--- src/design/xrg_pkg.sv ---
// Shared types, constants and the xorshift step function for the xorshift32 range generator.
// Used by every module of the block; it depends on nothing else.
package xrg_pkg;

	localparam logic [31:0] DEFAULT_SEED = 32'h1234_5678;
	localparam int SHIFT_A = 13;
	localparam int SHIFT_B = 17;
	localparam int SHIFT_C = 5;
	localparam int QUEUE_DEPTH = 2;

	localparam logic [32:0] WORD_MAX = 33'h0_FFFF_FFFF;
	localparam logic [32:0] WORD_MAX_X2 = 33'h1_FFFF_FFFE;

	typedef enum logic [1:0] {
		ACT_RESEED = 2'd0,
		ACT_INT    = 2'd1,
		ACT_UNIT   = 2'd2,
		ACT_SCALED = 2'd3
	} xrg_act_t;

	typedef struct packed {
		xrg_act_t           action;
		logic        [31:0] seed_value;
		logic signed [31:0] low_bound;
		logic signed [31:0] high_bound;
	} xrg_req_t;

	typedef struct packed {
		logic signed [31:0] result_value;
		logic        [31:0] random_word;
	} xrg_rsp_t;

	typedef struct packed {
		xrg_act_t    action;
		logic [31:0] word;
		logic [31:0] base;
		logic [31:0] mag;
		logic        neg;
	} xrg_entry_t;

	typedef struct packed {
		logic full;
		logic empty;
	} xrg_qstat_t;

	function automatic logic [31:0] xrg_next(input logic [31:0] s);
		logic [31:0] t;
		t = s ^ (s << SHIFT_A);
		t = t ^ (t >> SHIFT_B);
		t = t ^ (t << SHIFT_C);
		return t;
	endfunction

endpackage

--- src/design/xrg_front.sv ---
// Front part: accepts requests, holds the generator state and prepares bounds for the back part.
// Depends on xrg_pkg.
module xrg_front (
	input  logic                clk,
	input  logic                arst_n,
	input  logic                req_valid,
	output logic                req_stall,
	input  xrg_pkg::xrg_req_t   req_item,
	input  xrg_pkg::xrg_qstat_t q_stat,
	output logic                push,
	output xrg_pkg::xrg_entry_t push_entry
);
	import xrg_pkg::*;

	logic [31:0] gen_state_q;
	logic [31:0] word_c;
	logic [32:0] d_hl;
	logic [32:0] d_lh;
	logic        swap;
	logic        accept;

	assign req_stall = q_stat.full;
	assign accept = req_valid && !req_stall;
	assign push = accept && (req_item.action != ACT_RESEED);

	assign word_c = xrg_next(gen_state_q);
	assign d_hl = {req_item.high_bound[31], req_item.high_bound}
		- {req_item.low_bound[31], req_item.low_bound};
	assign d_lh = {req_item.low_bound[31], req_item.low_bound}
		- {req_item.high_bound[31], req_item.high_bound};
	assign swap = d_hl[32];

	always_comb begin
		push_entry.action = req_item.action;
		push_entry.word = word_c;
		push_entry.mag = swap ? d_lh[31:0] : d_hl[31:0];
		push_entry.neg = swap;
		if (req_item.action == ACT_INT && swap) begin
			push_entry.base = req_item.high_bound;
		end else begin
			push_entry.base = req_item.low_bound;
		end
	end

	always_ff @(posedge clk or negedge arst_n) begin
		if (!arst_n) begin
			gen_state_q <= DEFAULT_SEED;
		end else if (accept) begin
			if (req_item.action == ACT_RESEED) begin
				gen_state_q <= (req_item.seed_value != 32'd0) ? req_item.seed_value
					: DEFAULT_SEED;
			end else begin
				gen_state_q <= word_c;
			end
		end
	end

	a_state_nonzero: assert property (@(posedge clk) disable iff (!arst_n)
		gen_state_q != 32'd0)
		else $error("Generator state has reached zero.");

	a_zero_seed: assert property (@(posedge clk) disable iff (!arst_n)
		accept && req_item.action == ACT_RESEED && req_item.seed_value == 32'd0
		|=> gen_state_q == DEFAULT_SEED)
		else $error("A zero seed did not load the default seed.");

endmodule

--- src/design/xrg_queue.sv ---
// Short first-in first-out queue of prepared transactions between the front and back parts.
// Depends on xrg_pkg.
module xrg_queue #(
	parameter int DEPTH = xrg_pkg::QUEUE_DEPTH
) (
	input  logic                clk,
	input  logic                arst_n,
	input  logic                push,
	input  xrg_pkg::xrg_entry_t push_entry,
	input  logic                pop,
	output xrg_pkg::xrg_entry_t pop_entry,
	output xrg_pkg::xrg_qstat_t q_stat
);
	import xrg_pkg::*;

	localparam int AW = (DEPTH > 1) ? $clog2(DEPTH) : 1;
	localparam int CW = $clog2(DEPTH + 1);

	xrg_entry_t     slots_q [DEPTH];
	logic [AW-1:0]  wr_ptr_q;
	logic [AW-1:0]  rd_ptr_q;
	logic [CW-1:0]  count_q;

	assign q_stat.full = (count_q == CW'(DEPTH));
	assign q_stat.empty = (count_q == '0);
	assign pop_entry = slots_q[rd_ptr_q];

	always_ff @(posedge clk) begin
		if (push) begin
			slots_q[wr_ptr_q] <= push_entry;
		end
	end

	always_ff @(posedge clk or negedge arst_n) begin
		if (!arst_n) begin
			wr_ptr_q <= '0;
			rd_ptr_q <= '0;
			count_q <= '0;
		end else begin
			if (push) begin
				wr_ptr_q <= (wr_ptr_q == AW'(DEPTH - 1)) ? '0 : wr_ptr_q + 1'b1;
			end
			if (pop) begin
				rd_ptr_q <= (rd_ptr_q == AW'(DEPTH - 1)) ? '0 : rd_ptr_q + 1'b1;
			end
			if (push && !pop) begin
				count_q <= count_q + 1'b1;
			end else if (pop && !push) begin
				count_q <= count_q - 1'b1;
			end
		end
	end

	a_no_overfill: assert property (@(posedge clk) disable iff (!arst_n)
		count_q <= CW'(DEPTH))
		else $error("Queue holds more transactions than its depth.");

	a_no_underflow: assert property (@(posedge clk) disable iff (!arst_n)
		pop |-> !q_stat.empty)
		else $error("Queue popped while empty.");

endmodule

--- src/design/xrg_back.sv ---
// Back part: remainder loop, scaling multiply and result register of the range generator.
// Depends on xrg_pkg.
module xrg_back (
	input  logic                clk,
	input  logic                arst_n,
	input  xrg_pkg::xrg_qstat_t q_stat,
	input  xrg_pkg::xrg_entry_t pop_entry,
	output logic                pop,
	output logic                rsp_valid,
	input  logic                rsp_stall,
	output xrg_pkg::xrg_rsp_t   rsp_item
);
	import xrg_pkg::*;

	typedef enum logic [2:0] {
		B_IDLE,
		B_DIV,
		B_MUL,
		B_FOLD,
		B_OUT
	} bstate_t;

	bstate_t     state_q;
	xrg_act_t    act_q;
	logic [31:0] word_q;
	logic [31:0] dvd_q;
	logic [31:0] base_q;
	logic [31:0] mag_q;
	logic        neg_q;
	logic [32:0] span_q;
	logic [32:0] rem_q;
	logic [4:0]  cnt_q;
	logic [63:0] prod_q;
	logic [31:0] quo_q;
	logic        rsp_valid_q;
	xrg_rsp_t    rsp_item_q;

	logic [33:0] trial_c;
	logic [32:0] fold_c;
	logic [1:0]  corr_c;
	logic [31:0] result_c;
	logic        out_free;

	assign pop = (state_q == B_IDLE) && !q_stat.empty;
	assign out_free = !rsp_valid_q || !rsp_stall;
	assign rsp_valid = rsp_valid_q;
	assign rsp_item = rsp_item_q;

	assign trial_c = {rem_q, dvd_q[31]} - {1'b0, span_q};
	assign fold_c = {1'b0, prod_q[63:32]} + {1'b0, prod_q[31:0]};

	always_comb begin
		if (fold_c >= WORD_MAX_X2) begin
			corr_c = 2'd2;
		end else if (fold_c >= WORD_MAX) begin
			corr_c = 2'd1;
		end else begin
			corr_c = 2'd0;
		end
	end

	always_comb begin
		case (act_q)
			ACT_INT: begin
				result_c = base_q + rem_q[31:0];
			end
			ACT_SCALED: begin
				result_c = neg_q ? (base_q - quo_q) : (base_q + quo_q);
			end
			default: begin
				result_c = 32'd0;
			end
		endcase
	end

	always_ff @(posedge clk or negedge arst_n) begin
		if (!arst_n) begin
			state_q <= B_IDLE;
			rsp_valid_q <= 1'b0;
			cnt_q <= '0;
		end else begin
			if (rsp_valid_q && !rsp_stall && state_q != B_OUT) begin
				rsp_valid_q <= 1'b0;
			end
			case (state_q)
				B_IDLE: begin
					if (pop) begin
						act_q <= pop_entry.action;
						word_q <= pop_entry.word;
						dvd_q <= pop_entry.word;
						base_q <= pop_entry.base;
						mag_q <= pop_entry.mag;
						neg_q <= pop_entry.neg;
						span_q <= {1'b0, pop_entry.mag} + 33'd1;
						rem_q <= '0;
						cnt_q <= '1;
						case (pop_entry.action)
							ACT_INT: state_q <= B_DIV;
							ACT_SCALED: state_q <= B_MUL;
							default: state_q <= B_OUT;
						endcase
					end
				end
				B_DIV: begin
					if (!trial_c[33]) begin
						rem_q <= trial_c[32:0];
					end else begin
						rem_q <= {rem_q[31:0], dvd_q[31]};
					end
					dvd_q <= {dvd_q[30:0], 1'b0};
					cnt_q <= cnt_q - 1'b1;
					if (cnt_q == '0) begin
						state_q <= B_OUT;
					end
				end
				B_MUL: begin
					prod_q <= 64'(mag_q) * 64'(word_q);
					state_q <= B_FOLD;
				end
				B_FOLD: begin
					quo_q <= prod_q[63:32] + 32'(corr_c);
					state_q <= B_OUT;
				end
				B_OUT: begin
					if (out_free) begin
						rsp_item_q.result_value <= result_c;
						rsp_item_q.random_word <= word_q;
						rsp_valid_q <= 1'b1;
						state_q <= B_IDLE;
					end
				end
				default: begin
					state_q <= B_IDLE;
				end
			endcase
		end
	end

	a_rem_below_span: assert property (@(posedge clk) disable iff (!arst_n)
		state_q == B_DIV |-> rem_q < span_q)
		else $error("Partial remainder is not below the span.");

	a_hold_result: assert property (@(posedge clk) disable iff (!arst_n)
		state_q == B_OUT && rsp_valid_q && rsp_stall |=> state_q == B_OUT)
		else $error("Result left the back part while the output was stalled.");

endmodule

--- src/design/xorshift32_range_generator.sv ---
// Top level of the xorshift32 range generator: front part, transaction queue and back part.
// Depends on xrg_pkg, xrg_front, xrg_queue and xrg_back.
//
//  channel | direction | handshake            | payload
//  req     | in        | req_valid, req_stall | req_item (action, seed, bounds)
//  rsp     | out       | rsp_valid, rsp_stall | rsp_item (result value, random word)
//
// A reseed is handled in the front part alone and gives no result.
// An integer transaction is offered after the one-bit-per-cycle remainder loop in the back part;
// a scaled one passes through the multiply and fold states, and a unit one goes straight to
// the output state.
// The front part keeps accepting while the queue has room, so stalls on either side
// are absorbed by the queue and the result register.
// Reset loads the generator with its default seed and empties the queue.
module xorshift32_range_generator #(
	parameter int QUEUE_DEPTH = xrg_pkg::QUEUE_DEPTH
) (
	input  logic              clk,
	input  logic              arst_n,
	input  logic              req_valid,
	output logic              req_stall,
	input  xrg_pkg::xrg_req_t req_item,
	output logic              rsp_valid,
	input  logic              rsp_stall,
	output xrg_pkg::xrg_rsp_t rsp_item
);
	import xrg_pkg::*;

	xrg_qstat_t q_stat;
	xrg_entry_t push_entry;
	xrg_entry_t pop_entry;
	logic       push;
	logic       pop;

	xrg_front u_front (
		.clk        (clk),
		.arst_n     (arst_n),
		.req_valid  (req_valid),
		.req_stall  (req_stall),
		.req_item   (req_item),
		.q_stat     (q_stat),
		.push       (push),
		.push_entry (push_entry)
	);

	xrg_queue #(
		.DEPTH (QUEUE_DEPTH)
	) u_queue (
		.clk        (clk),
		.arst_n     (arst_n),
		.push       (push),
		.push_entry (push_entry),
		.pop        (pop),
		.pop_entry  (pop_entry),
		.q_stat     (q_stat)
	);

	xrg_back u_back (
		.clk       (clk),
		.arst_n    (arst_n),
		.q_stat    (q_stat),
		.pop_entry (pop_entry),
		.pop       (pop),
		.rsp_valid (rsp_valid),
		.rsp_stall (rsp_stall),
		.rsp_item  (rsp_item)
	);

endmodule
--- config.mk ---
export PLATFORM = sky130hd
export DESIGN_NAME = xorshift32_range_generator
export DESIGN_NICKNAME = d
export VERILOG_FILES = /design/src/design/xrg_pkg.sv /design/src/design/xrg_front.sv /design/src/design/xrg_queue.sv /design/src/design/xrg_back.sv /design/src/design/xorshift32_range_generator.sv
export SDC_FILE = /design/constraint.sdc
export NUM_CORES = 2
export LEC_CHECK = 0
export BUFFER_PORTS_ARGS = -buffer_cell sky130_fd_sc_hd__buf_2
export CAP_MARGIN = 20
export CORE_MARGIN = 1.5
export CORE_UTILIZATION = 43
export DETAILED_ROUTE_END_ITERATION = 10
export GPL_TIMING_DRIVEN = 0
export SLEW_MARGIN = 20
export SYNTH_ARGS = -nofsm -noshare
export SYNTH_HDL_FRONTEND = slang
export SYNTH_SLANG_ARGS = --single-unit
--- constraint.sdc ---
create_clock -name clk -period 12.5 [get_ports clk]
set_clock_uncertainty 0.05 [all_clocks]
set_input_delay 2.5 -clock clk [delete_from_list [all_inputs] [get_ports clk]]
set_output_delay 2.5 -clock clk [all_outputs]
set_load 0.1 [all_outputs]
# After elaboration in Yosys (flattened, before gate mapping)
# Memories as Yosys holds them, arrays and structs flattened.
# Index checks and enable logic that the tools add are counted.
word_totals:
  regBits: 402
  mem_bits_rw: 198
  input_bits: 102
  word_cells: 113
  n_memories: 1
op_classes:
  add_sub_neg: 14
  mul: 1
  magnitude_cmp: 2
  eq_ne: 14
  n_mux: 29
  n_bitwise: 3
  n_reduce_logical: 30
memory_table:
  columns: ["memory", "depth", "word_bits", "rd", "rd_ports_with_merged_regs", "write_ports", "line_no", "rtl"]
  rows:
  - ["u_queue.slots_q", 2, 99, 1, 0, 1, "xrg_queue.sv:19", "xrg_entry_t slots_q [DEPTH];"]
op_table:
  columns: ["op", "n"]
  rows:
  - ["2-to-1 mux 32 bit", 6]
  - ["case mux 32 bit (2 select lines)", 2]
  - ["2-to-1 mux 33 bit", 2]
  - ["case mux 33 bit (2 select lines)", 1]
  - ["adder 32 bit", 2]
  - ["multiplier 32 x 32 -> 64 bit", 1]
  - ["subtractor 32 bit", 2]
  - ["bitwise XOR 32 bit", 2]
  - ["subtractor 34 x 33 -> 34 bit", 1]
  - ["adder 32 x 1 -> 33 bit (second input constant)", 1]
  - ["adder 32 x 32 -> 33 bit", 1]
  - [">= comparator 33 x 32 -> 1 bit (second input constant)", 1]
  - [">= comparator 33 bit (second input constant)", 1]
  - ["subtractor 32 x 32 -> 33 bit", 1]
  - ["adder 32 x 2 -> 32 bit", 1]
  - ["nonzero test 32 bit", 1]
  - ["bitwise XOR 32 x 15 -> 32 bit", 1]
  - ["case mux 3 bit (5 select lines)", 1]
  - ["AND reduction 3 bit", 4]
  - ["case mux 5 bit (2 select lines)", 1]
  - ["2-to-1 mux 3 bit", 3]
  - ["logical AND 1 bit", 8]
  - ["2-to-1 mux 1 bit", 8]
  - ["== test 2 x 1 -> 1 bit (second input constant)", 3]
  - ["21 further kinds", 38]

# Depth between registers and ports, before layout
logic_depth:
  depth_word: 8
  ltp_mapped: 30
  ltp_nobuf: 28

# Hierarchy
# Synthesis repeated with hierarchy kept, for this count alone.
unflattened:
  hier_cells: 6673
  area_unflattened_um2: 67156.9
by_module_without_submodules:
  columns: ["module", "instances", "cells_per_inst", "area_per_inst_um2", "seq_area_each_um2"]
  rows:
  - ["xrg_back", 1, 5514, 53267.3, 10945.5]
  - ["xrg_queue", 1, 324, 7830.0, 6045.8]
  - ["xrg_front", 1, 835, 6059.6, 817.0]

# Worst setup path before layout
# No wires, ideal clock.
synth_path:
  path_type: "input to register"
  startpoint: "input port req_valid"
  endpoint: "memory u_queue.slots_q[0][0] (netlist bit) (enable)"
  setup_time_ns: 0.678
  t_arrival_ns: 9.980
  path_slack_ns: 1.792
  stages: 5
  cell_sequence: "clkbuf_1 -> nand2_1 -> clkbuf_1 -> clkbuf_1 -> nor3_1"
synth_via:
  elab_chain_cells: 4
synth_lines:
  columns: ["element", "line_no", "rtl"]
  rows:
  - ["start: declaration", "xorshift32_range_generator.sv:20", "input logic req_valid,"]
  - ["logical AND 1 bit", "xrg_front.sv:23", "assign accept = req_valid && !req_stall;"]
  - ["logical AND 1 bit", "xrg_front.sv:24", "assign push = accept && (req_item.action != ACT_RESEED);"]
  - ["2-to-1 mux 1 bit", "xrg_queue.sv:29", "if (push) begin"]
  - ["2-to-1 mux 1 bit (implied by the code)", "xrg_queue.sv:30", "slots_q[wr_ptr_q] <= push_entry;"]
  - ["end: declaration", "xrg_queue.sv:19", null]
# Every way passes these cells.

# Worst setup path in the final report
layout_path:
  startpoint: "register u_back.word_q[9]"
  endpoint: "register u_back.prod_q[57], data pin"
layout_via:
  elab_chain_cells: 1
layout_lines:
  columns: ["element", "line_no", "rtl"]
  rows:
  - ["start: declaration", "xrg_back.sv:25", "logic [31:0] word_q;"]
  - ["start signal: assignment", "xrg_back.sv:89", "word_q <= pop_entry.word;"]
  - ["multiplier 32 x 32 -> 64 bit", "xrg_back.sv:117", "prod_q <= 64'(mag_q) * 64'(word_q);"]
  - ["end signal: assignment", "xrg_back.sv:117", null]
  - ["end: declaration", "xrg_back.sv:33", "logic [63:0] prod_q;"]
# Every way passes these cells.
# A chain may end at the register's enable or synchronous reset.

==> impl_results.md <==
- GRT overflow: 0
- Yosys reg bits: 600
- Syn avg cell area: 9.95 um^2
- Global Route met2 Usage: 47.4%
- Clk_lat worst skew: 0.67 ns
- Post-Syn Instances: 6710
- Post-synthesis async set-or-reset flop share: 7.50%
- HPWL Detailed: 202000 um
- Avg WL per Cell: 27.4 um
- Worst setup EP type: flop
- Headroom to the max-slew limit: 11.1%
- Vias post-DR: 51.2k
- Clk sinks: 600
- Final Routed Wirelength: 249000 um
- Post-synth EDFFs: 555
- Worst EP arrival: 10.50 ns
- H-tree depth: 3
- WP data required: 12.84 ns
- Routing usage on met1: 42.2%
- Cts hold-fix bufs: 0
- Remaining antenna violation count after routing: 0
- CTS tree: built
- Max-slew violations: 0
- Post-layout min period: 10.16 ns
- Overall routing resource usage: 31.5%
- Worst Setup Path Type: reg -> reg
- CP max FO: 12
- Initial antenna violation count: 28
- Max Cap Viol: 0
- Post-Layout Cell Count: 9087
- Final Hold Fails: 0
- Yosys Warn Count: 0
- Number of global-route vias before repair: 51.0k
- Gp weighted congestion: 1.04
- Dpl cells: 8953
- Setup Fix Bufs, Post-CTS: 0
- Library cells used by synthesis: 85
- Die width: 397 um
- Met3 GRT Util: 8.91%
- Finish-stage setup viols: 0
- Area grow syn2layout: 9.76%
- NumNets Final: 8414
- Synth Flop Type: edfxtp_1
- CTS clock-pin slew for the worst setup and hold paths: 0.06 ns
- Die Height: 397 um
- Core Util, Final: 47.6%
- Starting DRC count in detailed routing: 4807
- Vias per cell: 5.63
- Syn_nets: 8144
- Status: complete, no violations
- DRT Pass-1 Iters: 6
- Synth Cell Area: 66700 um^2
- Period utilization: 81.3%
- Post-CTS resize count: 0
- Largest net degree at the start of global routing: 49
- Post-synthesis sequential area ratio: 26.7%
- # fillers: 14.5k
- FP Rows: 144
- DRC: 0
- I/O pins: 168
- Port Buffers: 166
- Clk buf depth: 3
- First-pass GRT wire length: 354000 um
- Gr busiest metal: met2
- Clock Root Buffer: clkbuf_16
- Num CTS Buffers: 68
- F_max: 0.0984 GHz
- Core area: 154000 um^2
- Initial Utilization: 43.3%
- Crit path launch type: flop
- RSZ-0062 raised after global routing: no
- Hold crit path type: reg -> reg
- Share of cells above drive strength 1: 7.37%
- Die ar.: 158000 um^2
- Actual slew at the worst max-slew pin: 1.33 ns
==> cells in the mapped netlist (11+ instances only) <==
master | number | area [um^2]
a211oi_1 | 34 | 255
a21o_1 | 102 | 766
a21oi_1 | 286 | 1430
a221oi_1 | 11 | 96.3
a31oi_1 | 30 | 188
a41oi_1 | 12 | 105
and2_1 | 547 | 3420
and3_1 | 23 | 144
buf_2 | 22 | 110
clkbuf_1 | 301 | 1130
dfrtp_1 | 32 | 801
dfstp_2 | 13 | 342
edfxtp_1 | 555 | 16700
fa_1 | 902 | 18100
ha_1 | 430 | 5380
inv_1 | 1068 | 4010
mux2_2 | 111 | 1250
mux2i_1 | 50 | 500
nand2_1 | 730 | 2740
nand2b_1 | 22 | 138
nand3_1 | 107 | 536
nand4_1 | 55 | 344
nor2_1 | 238 | 893
nor2b_1 | 36 | 225
nor3_1 | 73 | 365
nor4_1 | 27 | 169
o211ai_1 | 19 | 143
o21a_1 | 28 | 210
o21ai_0 | 205 | 1030
o21bai_1 | 41 | 308
o221ai_1 | 12 | 105
o22ai_1 | 24 | 150
o31ai_1 | 48 | 360
or2_2 | 13 | 81.3
or3_1 | 13 | 81.3
xnor2_1 | 218 | 1910
xor2_1 | 116 | 1020
==> cells in the final DEF, fill, tap and decap left out, types with 13 or more instances in the layout <==
master	count
inv_1	1068
fa_1	902
nand2_1	730
edfxtp_1	555
and2_1	546
ha_1	430
clkbuf_1	285
a21oi_1	285
nor2_1	234
xnor2_1	218
o21ai_0	204
buf_2	187
xor2_1	116
mux2_2	111
nand3_1	107
a21o_1	102
nor3_1	72
clkbuf_16	69
nand4_1	55
mux2i_1	50
o31ai_1	48
o21bai_1	41
nor2b_1	36
a211oi_1	34
dfrtp_1	32
a31oi_1	30
o21a_1	28
nor4_1	27
clkbuf_2	25
o22ai_1	24
and3_1	23
nand2b_1	22
o211ai_1	19
buf_4	17
bufinv_16	16
diode_2	13
or2_2	13
or3_1	13
dfstp_2	13
==> worst max-delay path, cell delays in order, from the launching register on <==
cell and delay, ns:
edfxtp_1 0.60, clkbuf_1 0.98, and2_1 0.28, fa_1 0.46, fa_1 0.66, inv_1 0.09, fa_1 0.52, fa_1 0.52
inv_1 0.05, fa_1 0.53, fa_1 0.42, fa_1 0.59, inv_1 0.07, fa_1 0.48, inv_1 0.05, ha_1 0.26
clkbuf_1 0.29, and4_1 0.30, nor3b_1 0.44, o211ai_1 0.16, a31o_1 0.25, o211ai_1 0.13, a21o_1 0.51, a31oi_1 0.22
o21ai_1 0.29, a221oi_1 0.14, xnor2_1 0.51
==> state kept, by name, indices dropped and copies added (netlist names), 2 cells and up <==
signal / count
u_queue.slots_q: 198
u_back.rem_q: 33
u_back.prod_q: 64
u_back.word_q: 32
u_queue.count_q: 2
u_back.mag_q: 32
u_front.gen_state_q: 32
u_back.act_q: 2
u_back.cnt_q: 5
u_back.quo_q: 32
u_back.base_q: 32
u_back.span_q: 33
u_back.state_q: 3
u_back.dvd_q: 32
u_back.rsp_item: 64
==> per-layer routing <==
layer	routed length (um)	part of all wire, %
met2	108000	43
met4	11900	4.8
met5	169	0.068
met1	102000	41
met3	26300	11
==> worst paths after layout <==
path	start	depth (start not counted)	to	slack [ns]
worst min-delay path	u_front.gen_state_q[28]	2	u_front.gen_state_q[28]	0.44
worst max-delay path	u_back.word_q[9]	26	u_back.prod_q[57]	2.34
min in group asynchronous	arst_n	1	u_back.rsp_valid	1.81
max in group asynchronous	arst_n	1	u_front.gen_state_q[22]	10.13
worst min register to register	u_front.gen_state_q[28]	2	u_front.gen_state_q[28]	0.44
worst max register to register	u_back.word_q[9]	26	u_back.prod_q[57]	2.34
==> cell families after synthesis <==
family / after synthesis / synth area share, %
xor gates and xnor gates: 334 / 4.38
AOI/OAI and AO/OA: 952 / 9.02
muxes: 161 / 2.62
DFF: 600 / 26.7
and+or+nand+nor: 1926 / 14.2
buffers and inverters: 1405 / 7.97
adders and majority gates: 1332 / 35.1
==> stage by stage <==
stage	TNS, ns	cell area, um^2	hold slack (ns)	worst slack [ns]
detailed placement	0	70700	0.438	2.51
finish	0	73300	0.444	2.34
global route	0	73200	0.459	2.15
floorplan	0	66700	0.406	1.79
global placement	-372.88	70100	0.428	-3.58
CTS	0	73200	0.447	2.50
==> area by class of cell <==
type / count / area (um^2) / share of cell area (%)
multi-input combinational: 4705 / 43700 / 59.6
antenna: 13 / 32.5 / 0.0444
inverter: 1070 / 4020 / 5.49
sequential: 600 / 17800 / 24.3
tap: 2044 / 2560 / 3.49
buffer: 335 / 1330 / 1.82
timing repair buffer: 200 / 1370 / 1.87
clock buffer: 80 / 1790 / 2.44
clock inverter: 40 / 673 / 0.919
Power is left out: the tool's default activity adds up to more than one toggle a clock period on the data nets, which glitch-free logic cannot reach.
